==> config.mk <==
export PLATFORM = sky130hd
export DESIGN_NAME = rmh_ctrl
export DESIGN_NICKNAME = d
export VERILOG_FILES = /design/src/rmh_pkg.sv /design/src/rmh_ctrl.sv
export SDC_FILE = /design/constraint.sdc
export NUM_CORES = 1
export LEC_CHECK = 0
export BUFFER_PORTS_ARGS = -buffer_cell sky130_fd_sc_hd__buf_4
export CAP_MARGIN = 20
export CORE_UTILIZATION = 54
export CTS_CLUSTER_DIAMETER = 50
export DETAILED_ROUTE_END_ITERATION = 8
export PLACE_DENSITY = 0.82
export SYNTH_ARGS = -nofsm -noshare
export SYNTH_HDL_FRONTEND = slang
export SYNTH_SLANG_ARGS = --single-unit
==> constraint.sdc <==
create_clock -name clk -period 1.8 [get_ports clk]
set_input_delay 0.09 -clock clk [delete_from_list [all_inputs] [get_ports clk]]
set_output_delay 0.09 -clock clk [all_outputs]
set_load 0.03 [all_outputs]
==> src/rmh_pkg.sv <==
// Shared constants, command codes and control/status structs for the running median block.
`default_nettype none
package rmh_pkg;
  localparam int SAMPLE_W   = 32;
  localparam int MED_W      = SAMPLE_W + 1;
  localparam int HEAP_DEPTH = 512;
  localparam int ADDR_W     = $clog2(HEAP_DEPTH);
  localparam int SIZE_W     = ADDR_W + 1;
  localparam int HELD_W     = 10;
  localparam int FULL_COUNT = 2 * HEAP_DEPTH - 1;

  typedef enum logic [3:0] {
    OP_NONE,
    OP_LOAD,
    OP_PUSH_ROOT,
    OP_PUSH_READ,
    OP_PUSH_MOVE,
    OP_PUSH_PLACE,
    OP_POP_START,
    OP_POP_LAST,
    OP_POP_READ_C,
    OP_POP_TAKE_C1,
    OP_POP_TAKE_C2,
    OP_POP_MOVE,
    OP_POP_PLACE,
    OP_SWITCH,
    OP_OUT
  } op_t;

  typedef struct packed {
    op_t op;
  } cmd_t;

  typedef struct packed {
    logic full;
    logic i_zero;
    logic v_above_rd;
    logic moved;
    logic bal_needed;
    logic child_ge_n;
    logic child1_lt_n;
    logic best_above_last;
  } status_t;
endpackage
`default_nettype wire

==> src/rmh_ctrl.sv <==
// Sequencer for insert, rebalance and result handoff.
`default_nettype none
module rmh_ctrl import rmh_pkg::*; (
  input  wire logic    clk,
  input  wire logic    rst,
  input  wire status_t status,
  output cmd_t         cmd,
  input  wire logic    in_valid,
  output logic         in_stall,
  output logic         out_valid,
  input  wire logic    out_stall
);
  typedef enum logic [10:0] {
    S_IDLE     = 11'b00000000001,
    S_PUSH_CHK = 11'b00000000010,
    S_PUSH_CMP = 11'b00000000100,
    S_BAL      = 11'b00000001000,
    S_POP_LAST = 11'b00000010000,
    S_POP_CHK  = 11'b00000100000,
    S_POP_C1   = 11'b00001000000,
    S_POP_C2   = 11'b00010000000,
    S_POP_CMP  = 11'b00100000000,
    S_POP_END  = 11'b01000000000,
    S_DONE     = 11'b10000000000
  } state_t;

  state_t state, state_next;
  logic   out_free;

  assign out_free = !out_valid || !out_stall;
  assign in_stall = (state != S_IDLE);

  always_comb begin
    state_next = state;
    cmd.op     = OP_NONE;
    unique case (state)
      S_IDLE: begin
        if (in_valid) begin
          cmd.op     = OP_LOAD;
          state_next = status.full ? S_DONE : S_PUSH_CHK;
        end
      end
      S_PUSH_CHK: begin
        if (status.i_zero) begin
          cmd.op     = OP_PUSH_ROOT;
          state_next = S_BAL;
        end else begin
          cmd.op     = OP_PUSH_READ;
          state_next = S_PUSH_CMP;
        end
      end
      S_PUSH_CMP: begin
        if (status.v_above_rd) begin
          cmd.op     = OP_PUSH_MOVE;
          state_next = S_PUSH_CHK;
        end else begin
          cmd.op     = OP_PUSH_PLACE;
          state_next = S_BAL;
        end
      end
      S_BAL: begin
        if (!status.moved && status.bal_needed) begin
          cmd.op     = OP_POP_START;
          state_next = S_POP_LAST;
        end else begin
          state_next = S_DONE;
        end
      end
      S_POP_LAST: begin
        cmd.op     = OP_POP_LAST;
        state_next = S_POP_CHK;
      end
      S_POP_CHK: begin
        if (status.child_ge_n) begin
          cmd.op     = OP_POP_PLACE;
          state_next = S_POP_END;
        end else begin
          cmd.op     = OP_POP_READ_C;
          state_next = S_POP_C1;
        end
      end
      S_POP_C1: begin
        cmd.op     = OP_POP_TAKE_C1;
        state_next = status.child1_lt_n ? S_POP_C2 : S_POP_CMP;
      end
      S_POP_C2: begin
        cmd.op     = OP_POP_TAKE_C2;
        state_next = S_POP_CMP;
      end
      S_POP_CMP: begin
        if (status.best_above_last) begin
          cmd.op     = OP_POP_MOVE;
          state_next = S_POP_CHK;
        end else begin
          cmd.op     = OP_POP_PLACE;
          state_next = S_POP_END;
        end
      end
      S_POP_END: begin
        cmd.op     = OP_SWITCH;
        state_next = S_PUSH_CHK;
      end
      S_DONE: begin
        if (out_free) begin
          cmd.op     = OP_OUT;
          state_next = S_IDLE;
        end
      end
      default: state_next = S_IDLE;
    endcase
  end

  always_ff @(posedge clk) begin
    if (rst) begin
      state     <= S_IDLE;
      out_valid <= 1'b0;
    end else begin
      state <= state_next;
      if (cmd.op == OP_OUT) begin
        out_valid <= 1'b1;
      end else if (!out_stall) begin
        out_valid <= 1'b0;
      end
    end
  end

`ifndef SYNTHESIS
  a_out_only_when_free: assert property (@(posedge clk) disable iff (rst)
    cmd.op == OP_OUT |-> out_free) else $error("result overwritten before transfer");
  a_accept_idle: assert property (@(posedge clk) disable iff (rst)
    in_valid && !in_stall |=> state != S_IDLE) else $error("accepted item not started");
  a_done_holds: assert property (@(posedge clk) disable iff (rst)
    (state == S_DONE) && !out_free |=> state == S_DONE) else $error("result dropped");
`endif
endmodule
`default_nettype wire
==> out/metrics.csv, run 1 <==
stage,metric,value,unit
sta,slew_violations,0,
synthesis,async_flop_share,0,%
global_routing,antenna_found_initial,0,
synthesis,synth_area,962,um^2
outcome,violations,"DRC, setup timing",
placed_design,gp_congestion,0.950,
synthesis,ys_ff_latch,12,
setup_path,crit_chain,"or4_4, o21ai_1, o311ai_2, o2111ai_2, buf_4",
routing,drtIter0Drc,58,
sta,worst_slack,-0.176,ns
sta,worstMarginPinSlew,0.385,ns
finish,nets,162,
sta,finalHoldViolCount,0,
synthesis,synth_top_flop_cell,dfxtp_1,
finish,fin_area,0.00137,mm^2
synthesis,synth_fp_nets,127,
power,power_frac_clock,27.8,%
global_routing,globalRouteOverflowTotal,0,
synthesis,syn_area_per_cell,8.37,um^2
clock_network,cts_tree,yes,
finish,drive_above_1_share,46.3,%
hold_path,min_path_cells,3,
sta,rsz0062_at_grt,true,
global_routing,grt_pass1_vias,1105,
routing,num_vias,1164,
clock_network,clkTransAtPathRegs,0.09,ns
finish,diodes,0,
floorplan,ios,18,
setup_path,crit_cells,5,
synthesis,synth_top_area_cell,dfxtp_1,
sta,hold_ws,0.0732,ns
clock_network,clock_sinks,12,
routing,viasPerCell,7.05,
synthesis,synth-edff-count,0,
placed_design,port_buffers,17,
sta,finalSetupTns,-0.501,ns
setup_path,crit_required,1.71,ns
floorplan,fp.dieW,44.2,um
synthesis,syn_inst,115,
sta,maxSlewHeadroom,73.9,%
clock_network,cts.path.max_buffers,2,
setup_path,rr_worst_depth,5,
run,drv_cap,0,
power,power_frac_seq,34.1,%
setup_path,critical_path_buf_inv_count,1,
sta,min_period,1.98,ns
finish,fin_cells,165,
sta,fin_skew,0.0114,ns
setup_path,startpoint_type,register,
clock_network,htreeDepth,1,
routing,ant_nets,0,
sta,fin_crit_sh,110,%
synthesis,synth_top_area_share,25.0,%
global_routing,grt_pass1_wl,5300,um
floorplan,initial_core_util,61.0,%
setup_path,cp_top_family,simple AND/OR/NAND/NOR gates,
sta,fmaxAchievable,506,MHz
routing,wirelength,3310,um
power,internal-power,538,uW
floorplan,dieArea,0.00195,mm^2
global_routing,grt_usage,37.4,%
placed_design,placed_area,0.00118,mm^2
global_routing,grt_max_degree,12,
placed_design,hpwl,2050,um
power,switchingPower,297,uW
synthesis,synth-seq-area-share,25.0,%
clock_network,cts-root-buf,clkbuf_4,
power,power.share.combinational,38.1,%
setup_path,crit_path_end_kind,primary output,
finish,fill_cells,77,
power,power_density,609,mW/mm^2
power,switching_share,35.5,%
floorplan,die_h,44.2,um
outcome,outcome,"complete, but fails checks",
routing,wire_per_inst,20.0,um
routing,first_pass_iters,7,
synthesis,synth.distinct_cells,51,
clock_network,numCtsBuffers,3,
finish,multi_input_area,746,um^2
power,peakVddDrop,0.791,mV
setup_path,worstPathMaxFanout,5,
hold_path,hold_path_class,input pin to register,
finish,seq_area,250,um^2
power,finalPower,835,uW
synthesis,synthTopCellsByArea,"dfxtp_1, nor3_1, nand2_1, nor3b_1, nor4b_2",
power,p_leak,0.560,nW
synthesis,yosys_warnings,0,
setup_path,critPathMaxStageDelay,0.59,ns
floorplan,rows,14,
finish,syn_to_final_growth,42.5,%
sta,setup_viol,3,
setup_path,crit_arrival,1.89,ns
setup_path,slowest_stage,or4_4,
routing,drcViolationCount,2,
setup_path,critPathKind,register to primary output,
clock_network,clkLatencyLatePin,0.30,ns
floorplan,core_area,0.00158,mm^2
placed_design,place_inst,153,
==> state kept, by name (all words and copies together) (netlist names) <==
register   count
out_valid      1
state         11
==> worst paths after layout <==
kind                  start  slack, ns         to
setup / recovery   state[1]      -0.18     cmd[1]
hold / removal    status[7]       0.07  state[10]
setup reg to reg   state[0]       0.14   state[6]
hold reg to reg    state[0]       0.60   state[4]
==> synth_stat cells, types with 3 or more instances <==
cell type	instances
nand4_1	4
buf_4	3
nand3_1	5
nor2_1	4
nor3b_1	4
nand2b_1	3
a31oi_1	4
nand2_1	9
a21oi_1	4
buf_2	4
nor3_1	10
dfxtp_1	12
==> placed cells by master, fill, tap and decap left out, types with 4 or more instances in the layout <==
cell type	synthesis	routed
buf_4	3	36
nand2_1	9	9
nor3_1	10	7
dfxtp_1	12	6
nand3_1	5	5
dfxtp_2	0	5
nor2_1	4	4
nand4_1	4	4
==> final cells by class <==
class / count / share of cell area, %
clock buffer: 4 / 2.65
multi-input combinational: 91 / 54.4
timing repair buffer: 40 / 22.7
sequential: 12 / 18.2
tap: 16 / 1.46
inverter: 2 / 0.547
==> kinds of logic (layout without fill, tap and decap cells) <==
kind of cell,count (synthesis),after routing,share of synthesized area (%)
and+or+nand+nor,61,61,44.1
AOI/OAI and AO/OA,26,26,20.0
DFF,12,12,25.0
buffers and inverters,12,46,7.15
xor gates and xnor gates,3,3,2.73
muxes,1,1,1.04
==> tightest hold or removal path: stages <==
cell      delay, ns
buf_4          0.12
nand4_1        0.07
a21boi_1       0.06
==> repair_timing <==
action / CTS / global route
setup buffers: 5 / 0
pin swaps: 3 / 3
endpoints found under the setup margin: 4 / 4
gates cloned: 0 / 0
endpoints found under the hold margin: 4 / 0
resized for setup: 17 / 5
hold buffers: 3 / 0
==> through the flow <==
step	utilization (%)	setup slack, ns
after floorplan	-	0.00751
after global placement	74.6	0.117
after detailed placement	74.6	0.0800
after CTS	85.1	-0.134
after global routing	87.0	-0.280
final	87.0	-0.176
==> metal layers <==
layer  GRT usage (%)  vias up  wire (um)
li1                -      521          -
met1            49.3      548       1370
met2            58.5       84       1560
met3            8.98       11        304
met4            15.2        0         69
met5               0        -          0
==> power by group through the flow <==
stage	Sequential [mW]	Combinational, mW	Clock (mW)
floorplan	0.290	0.164	0
global placement	0.290	0.261	0
detailed placement	0.291	0.265	0
CTS	0.284	0.290	0.228
global route	0.285	0.336	0.247
finish	0.285	0.318	0.232
Power figures use the tool's default switching activity.
==> inputs of run 2 (changes only) <==
--- a/config.mk
+++ b/config.mk
@@ -6,11 +6,11 @@
 export NUM_CORES = 1
 export LEC_CHECK = 0
 export BUFFER_PORTS_ARGS = -buffer_cell sky130_fd_sc_hd__buf_4
-export CAP_MARGIN = 20
-export CORE_UTILIZATION = 54
+export CAP_MARGIN = 40
+export CORE_UTILIZATION = 49
 export CTS_CLUSTER_DIAMETER = 50
 export DETAILED_ROUTE_END_ITERATION = 8
-export PLACE_DENSITY = 0.82
+export PLACE_DENSITY = 0.79
 export SYNTH_ARGS = -nofsm -noshare
 export SYNTH_HDL_FRONTEND = slang
 export SYNTH_SLANG_ARGS = --single-unit
==> constraint.sdc (replaced) <==
create_clock -name clk -period 1.7 [get_ports clk]
set_input_delay 0.085 -clock clk [delete_from_list [all_inputs] [get_ports clk]]
set_output_delay 0.085 -clock clk [all_outputs]
set_load 0.03 [all_outputs]
==> out/metrics.csv, run 2 (same netlist as run 1, synthesis figures left out) <==
stage,metric,value,unit
finish,drive_above_1_share,56.9,%
sta,slew_violations,0,
setup_path,crit_arrival,2.04,ns
routing,met2WireLength,2050,um
clock_network,htreeDepth,1,
routing,wirelength,4760,um
sta,setup_viol,8,
sta,worst_slack,-0.422,ns
floorplan,rows,15,
floorplan,initial_core_util,54.0,%
clock_network,cts_tree,yes,
setup_path,reg2reg_to,state[2],
setup_path,rrSetupSlack,-0.10,ns
clock_network,cts.path.max_buffers,2,
floorplan,core_area,0.00178,mm^2
global_routing,grt_usage,34.6,%
power,power.share.combinational,46.8,%
setup_path,startpoint_type,register,
sta,fin_skew,0.00203,ns
global_routing,grt_max_degree,11,
global_routing,grt_pass1_wl,5070,um
finish,nets,181,
power,switching_share,38.0,%
finish,syn_to_final_growth,61.5,%
setup_path,worstPathMaxFanout,6,
routing,first_pass_iters,6,
hold_path,min_path_cells,3,
sta,fin_crit_sh,125,%
sta,min_period,2.12,ns
routing,wl_met3,770,um
power,power_frac_seq,32.3,%
global_routing,antenna_found_initial,0,
placed_design,place_ws,-0.0596,ns
clock_network,numCtsBuffers,3,
routing,viasPerCell,7.32,
sta,finalHoldViolCount,0,
finish,regMostFlops,state,
setup_path,crit_path_end_kind,primary output,
routing,drcViolationCount,0,
finish,layout_common_cells,"buf_4, nand2_1, nor3_1, dfxtp_2, buf_6",
finish,layout_commonest_cell,buf_4,
outcome,outcome,"complete, but fails checks",
placed_design,hpwl,2350,um
power,power_density,603,mW/mm^2
placed_design,placed_area,0.00127,mm^2
setup_path,rr_worst_depth,6,
routing,drtIter0Drc,198,
power,switchingPower,356,uW
hold_path,hold_path_class,input pin to register,
floorplan,dieArea,0.00214,mm^2
floorplan,die_h,46.3,um
power,peakVddDrop,0.545,mV
finish,diodes,0,
run,drv_cap,0,
outcome,violations,setup timing,
hold_path,hold_path_end,state[10],
clock_network,clkTransAtPathRegs,0.08,ns
routing,num_vias,1405,
routing,wl_met1,1440,um
clock_network,clkLatencyLatePin,0.29,ns
clock_network,clock_sinks,12,
routing,wire_per_inst,24.8,um
power,finalPower,937,uW
sta,worstMarginPinSlew,0.502,ns
setup_path,r2r_start,state[2],
sta,fmaxAchievable,471,MHz
finish,largest_registers,"state x11, out_valid x1",
sta,rsz0062_at_grt,true,
placed_design,gp_congestion,0.928,
setup_path,critPathKind,register to primary output,
clock_network,cts-root-buf,clkbuf_4,
routing,ant_nets,0,
routing,top_layer,met4,
placed_design,port_buffers,17,
global_routing,globalRouteOverflowTotal,0,
global_routing,grt_pass1_vias,1122,
floorplan,fp.dieW,46.3,um
finish,fin_area,0.00155,mm^2
floorplan,ios,18,
setup_path,crit_required,1.62,ns
finish,largest_reg_flops,11,
power,internal-power,581,uW
power,p_leak,0.651,nW
sta,maxSlewHeadroom,66.3,%
hold_path,hp-start,status[7],
power,power_frac_clock,20.9,%
## run 2: per-stage QoR
stage	setup TNS (ns)	util (%)	hold slack (ns)	cells
floorplan	-0.123	-	0.154	115
global placement	0	71.2	0.264	173
detailed placement	-0.0723	71.2	0.277	173
CTS	-0.878	76.8	0.0757	182
global route	-1.98	87.2	0.0948	192
finish	-1.40	87.2	0.110	192
## run 2: layout make-up
cell class	instances	area (um^2)
Tap cell	25	31.3
Inverter	2	7.51
Clock buffer	3	22.5
Multi-Input combinational cell	91	758
Fill cell	79	229
Sequential cell	12	262
Timing Repair Buffer	59	473
## run 2: critical path, stage by stage, from the launching register on
cell     delay (ns)
dfxtp_4        0.36
buf_4          0.15
buf_4          0.16
nor3b_1        0.32
nor4b_2        0.34
a31oi_1        0.12
nand3_1        0.12
buf_4          0.16
## run 2: repair_timing
| item | 4_1_cts | 5_1_grt |
|---|---|---|
| resized for setup | 8 | 29 |
| setup buffers | 3 | 10 |
| endpoints found under the hold margin | 4 | 0 |
| cloned | 0 | 0 |
| setup endpoints to repair | 4 | 12 |
| hold buffers | 3 | 0 |
| pin swaps | 3 | 8 |
## run 2: power by group through the flow
| stage | Clock (mW) | Combinational, mW | Sequential, mW |
|---|---|---|---|
| floorplan | 0 | 0.173 | 0.307 |
| global placement | 0 | 0.302 | 0.308 |
| detailed placement | 0 | 0.309 | 0.309 |
| CTS | 0.189 | 0.326 | 0.301 |
| global route | 0.215 | 0.445 | 0.304 |
| finish | 0.196 | 0.438 | 0.303 |
## run 2: layer usage
metal  vias to the layer above  GRT usage, %
li1                        552             -
met2                       174          58.3
met1                       607          40.9
met3                        72          8.24
met4                         0          15.3
met5                         -             0
## run 2: worst max-delay path by stage
| stage | startpoint | end | slack [ns] | cells past startpoint |
|---|---|---|---|---|
| 6_report | state[9] | cmd[2] | -0.42 | 7 |
| 4_1_cts | state[9] | cmd[0] | -0.28 | 5 |
| 2_1_floorplan | state[8] | cmd[0] | -0.09 | 5 |
| 3_3_place_gp | state[0] | cmd[1] | 0.01 | 5 |
| 3_5_place_dp | state[0] | cmd[1] | -0.06 | 5 |
| 5_1_grt | state[9] | cmd[2] | -0.60 | 7 |
